==> src/rtl/core/bld_pkg.sv <==
package bld_pkg;

	localparam int HISTORY_DEPTH_DEF = 8192;

	localparam int unsigned BYTE_W   = 8;
	localparam logic [3:0]  FLAG_BITS = 4'd8;
	localparam logic [4:0]  LEN_BASE  = 5'd3;
	localparam logic [12:0] DIST_BASE = 13'd3;

	typedef enum logic {
		ST_TAKE,
		ST_COPY
	} bld_state_t;

	// one write into the output queue
	typedef struct packed {
		logic              vld;
		logic [BYTE_W-1:0] data;
		logic              last;
	} bld_push_t;

endpackage

==> src/rtl/core/bld_ofifo.sv <==
module bld_ofifo (
	input  logic              clk,
	input  logic              arst_n,
	input  bld_pkg::bld_push_t push,
	input  logic              pop,
	output logic [1:0]        occ,
	output logic              out_valid,
	output logic [7:0]        out_byte,
	output logic              out_last
);
	import bld_pkg::*;

	logic [1:0]        occ_q;
	logic [BYTE_W-1:0] data_q [2];
	logic              last_q [2];
	logic [1:0]        slot;

	// slot the new entry lands in, after this cycle's pop
	assign slot = occ_q - {1'b0, pop};

	always_ff @(posedge clk or negedge arst_n) begin
		if (!arst_n) begin
			occ_q <= 2'd0;
		end else begin
			occ_q <= occ_q - {1'b0, pop} + {1'b0, push.vld};
		end
	end

	always_ff @(posedge clk) begin
		if (push.vld && (slot == 2'd0)) begin
			data_q[0] <= push.data;
			last_q[0] <= push.last;
		end else if (pop) begin
			data_q[0] <= data_q[1];
			last_q[0] <= last_q[1];
		end
		if (push.vld && (slot != 2'd0)) begin
			data_q[1] <= push.data;
			last_q[1] <= push.last;
		end
	end

	assign occ       = occ_q;
	assign out_valid = (occ_q != 2'd0);
	assign out_byte  = data_q[0];
	assign out_last  = last_q[0];

endmodule

==> config.mk <==
export PLATFORM = sky130hd
export DESIGN_NAME = bld_ofifo
export DESIGN_NICKNAME = d
export VERILOG_FILES = /design/src/rtl/core/bld_pkg.sv /design/src/rtl/core/bld_ofifo.sv
export SDC_FILE = /design/constraint.sdc
export NUM_CORES = 1
export LEC_CHECK = 0
export ABC_AREA = 1
export BUFFER_PORTS_ARGS = -buffer_cell sky130_fd_sc_hd__buf_2
export CAP_MARGIN = 20
export CORE_MARGIN = 4
export CORE_UTILIZATION = 49
export CTS_CLUSTER_DIAMETER = 30
export DETAILED_ROUTE_END_ITERATION = 12
export GPL_TIMING_DRIVEN = 0
export PLACE_DENSITY = 0.73
export SLEW_MARGIN = 25
export SYNTH_ARGS = -nofsm -noshare
export SYNTH_HDL_FRONTEND = slang
export SYNTH_SLANG_ARGS = --single-unit
export TNS_END_PERCENT = 100
==> constraint.sdc <==
create_clock -name clk -period 2 [get_ports clk]
set_clock_uncertainty 0.2 [all_clocks]
set_input_delay 0.4 -clock clk [delete_from_list [all_inputs] [get_ports clk]]
set_output_delay 0.4 -clock clk [all_outputs]
set_load 0.01 [all_outputs]
==> impl_metrics.sql <==
INSERT INTO impl_metrics (metric_group, metric, value, unit) VALUES
('status', 'outcome', 'finished, final reports clean', ''),
('pwr', 'intPower', '0.000976', 'W'),
('grt', 'track_usage', '12.1', '%'),
('placement', 'placement.cell_area', '1040', 'um2'),
('pwr', 'leakage_power_figure', '0.528', 'nW'),
('clock_tree', 'cts_sinks', '20', ''),
('drt', 'post_drt_via_cell_ratio', '4.46', ''),
('placement', 'placedCellCount', '124', ''),
('pwr', 'switchingPower', '0.000398', 'W'),
('floorplanning', 'dieArea', '2560', 'um2'),
('pwr', 'power.share.combinational', '30.8', '%'),
('drt', 'drt_first_iter_violations', '9', ''),
('grt', 'grt_pass1_wl', '2300', 'um'),
('drt', 'wl_per_cell', '10.9', 'um'),
('yosys', 'yosys_register_bits', '20', ''),
('clock_tree', 'cts_root_buffer', 'clkbuf_4', ''),
('final_layout', 'commonest_non_fill_non_tap_cell_in_the_layout', 'buf_2', ''),
('setup_path', 'crit_path_start_kind', 'register', ''),
('yosys', 'synth-compound-area-share', '0', '%'),
('final_layout', 'drive_above_1_share', '41.3', '%'),
('placement', 'place.gp.congestion', '0.716', ''),
('timing', 'final_period_minus_worst_setup_slack', '1740', 'ps'),
('pwr', 'power_density', '1240', 'nW/um2'),
('yosys', 'syn_area', '888', 'um2'),
('yosys', 'main_combinational_cell_family_by_area_after_synthesis', 'simple AND/OR/NAND/NOR gates', ''),
('yosys', 'synth_xor_xnor_area_share', '0.986', '%'),
('timing', 'grt_setup_unrepaired', 'no', ''),
('drt', 'length_of_the_first_detailed_routing_pass_in_iterations', '4', ''),
('final_layout', 'diodes', '0', ''),
('timing', 'worst_pin_slew', '345', 'ps'),
('setup_path', 'worst_setup_path_end_kind', 'register', ''),
('yosys', 'netlist_instances', '75', ''),
('floorplanning', 'vertical_extent_of_the_die', '50.6', 'um'),
('setup_path', 'crit_slowest_cell', 'dfrtp_1', ''),
('yosys', 'synth_nets', '90', ''),
('floorplanning', 'coreArea', '1730', 'um2'),
('final_layout', 'fin_nets', '120', ''),
('pwr', 'sw_frac_of_total', '29.0', '%'),
('grt', 'grt_pass1_vias', '555', ''),
('timing', 'rel_slew_slack', '77.0', '%'),
('clock_tree', 'clk_transition_reported_paths', '120', 'ps'),
('yosys', 'yosys.cell_types.count', '11', ''),
('timing', 'finalWorstSetupSlack', '264', 'ps'),
('setup_path', 'crit_buf_inv', '3', ''),
('floorplanning', 'initial_core_util', '51.4', '%'),
('yosys', 'post_synth_fa_ha_maj_area_fraction', '2.82', '%'),
('timing', 'final-max-slew-violation-count', '0', ''),
('grt', 'grt_start_max_net_pins', '13', ''),
('placement', 'place.port_buffers', '24', ''),
('grt', 'grt_antenna_before_repair', '0', ''),
('floorplanning', 'die_w', '50.6', 'um'),
('drt', 'detail_route.wirelength', '1400', 'um'),
('pwr', 'maximum_vdd_drop', '0.000847', 'V'),
('clock_tree', 'tritoncts.num_buffers', '3', ''),
('setup_path', 'critical_path.max_fanout', '10', ''),
('drt', 'met2_wl', '652', 'um'),
('final_layout', 'layout.filler_cells', '150', ''),
('pwr', 'power.share.sequential', '45.1', '%'),
('setup_path', 'critical-path-top-delay-family', 'simple AND/OR/NAND/NOR gates', ''),
('drt', 'route.met3.wl', '107', 'um'),
('clock_tree', 'cts-root-to-sink-buffers', '2', ''),
('timing', 'hold_fails_final_rpt', '0', ''),
('clock_tree', 'insertion_delay', '310', 'ps'),
('yosys', 'yosysSeqAreaShare', '66.5', '%'),
('drt', 'wl_met1', '606', 'um'),
('floorplanning', 'ios', '25', ''),
('setup_path', 'cp_data_required_time', '1810', 'ps'),
('final_layout', 'finalInstanceArea', '1100', 'um2'),
('final_layout', 'syn_to_final_growth', '24.4', '%'),
('yosys', 'basic_gate_share_of_the_synthesized_area_counting_and_or_nand_and_nor_cells', '18.3', '%'),
('placement', 'place_hpwl', '1060', 'um');
==> state kept, by name, summed over array words and instances (netlist names) <==
register / cells
occ: 2
data_q: 16
last_q: 2
==> synthesized netlist by cell type <==
cell | n | area share (%)
nand2_2 | 2 | 1.4
nand3_1 | 8 | 4.5
buf_6 | 1 | 1.3
buf_4 | 9 | 7.6
edfxtp_1 | 18 | 61
nand3_2 | 2 | 2.3
dfrtp_1 | 2 | 5.6
xnor2_1 | 1 | 0.99
nand2_1 | 24 | 10
inv_1 | 6 | 2.5
ha_1 | 2 | 2.8
==> worst reg2reg max path: cells and delay by family (launching register included) <==
kind,cells,cell delay (ps)
adders and majority gates,1,190
buffers and inverters,3,260
DFF,1,370
and+or+nand+nor,4,410
==> power by group through the flow <==
stage	combinational (W)	sequential, W	clock, W
after floorplan	0.000279	0.000636	0
after global placement	0.000405	0.000625	0
after detailed placement	0.000424	0.000631	0
after CTS	0.000429	0.000621	0.000330
after global routing	0.000471	0.000629	0.000352
final	0.000424	0.000620	0.000330
==> routing by layer <==
metal  vias up  GRT usage (%)
met5         -              0
met4         0           6.73
met3         6           2.08
met2        23           19.3
met1       249           15.5
li1        297              -
==> layout make-up <==
type	instances	area [um2]	share of cell area (%)
Sequential cell	20	591	53.5
Multi-Input combinational cell	39	199	18.0
Timing Repair Buffer	25	130	11.8
Buffer	10	78.8	7.13
Tap cell	25	31.3	2.83
Clock inverter	1	30.0	2.72
Clock buffer	3	22.5	2.04
Inverter	6	22.5	2.04
==> final timing paths <==
kind / cells past startpoint / to / from / slack, ps
max in group asynchronous: 2 / occ[1]$_DFF_PN0_ / arst_n / 1330
min reg2reg: 2 / data_q[0][6]$_DFFE_PP_ / data_q[0][14]$_DFFE_PP_ / 370
min in group asynchronous: 2 / occ[0]$_DFF_PN0_ / arst_n / 180
max reg2reg: 8 / data_q[0][5]$_DFFE_PP_ / occ[0]$_DFF_PN0_ / 260
min: 1 / data_q[0][10]$_DFFE_PP_ / push[3] / 80
max: 8 / data_q[0][5]$_DFFE_PP_ / occ[0]$_DFF_PN0_ / 260
==> metrics by stage <==
stage	util, %	setup TNS [ps]	hold WS, ps	total power (W)
detailed placement	60.2	-21.0	-12.9	0.00105
CTS	63.8	0	80.2	0.00138
global placement	60.2	0	-14.0	0.00103
global route	64.0	0	62.9	0.00145
finish	64.0	0	76.2	0.00137
floorplan	-	0	-95.6	0.000915
==> what timing repair did <==
action | CTS | global route
hold endpoints to repair | 2 | 0
resized for setup | 0 | 1
hold buffers | 1 | 0
endpoints found under the setup margin | 0 | 3
==> logic make-up after synthesis <==
family | after synthesis
flip-flops | 20
buffers and inverters | 16
AND/OR/NAND/NOR | 36
XOR/XNOR | 1
adder cells (fa/ha/maj) | 2
(Power assumes the default switching activity.)
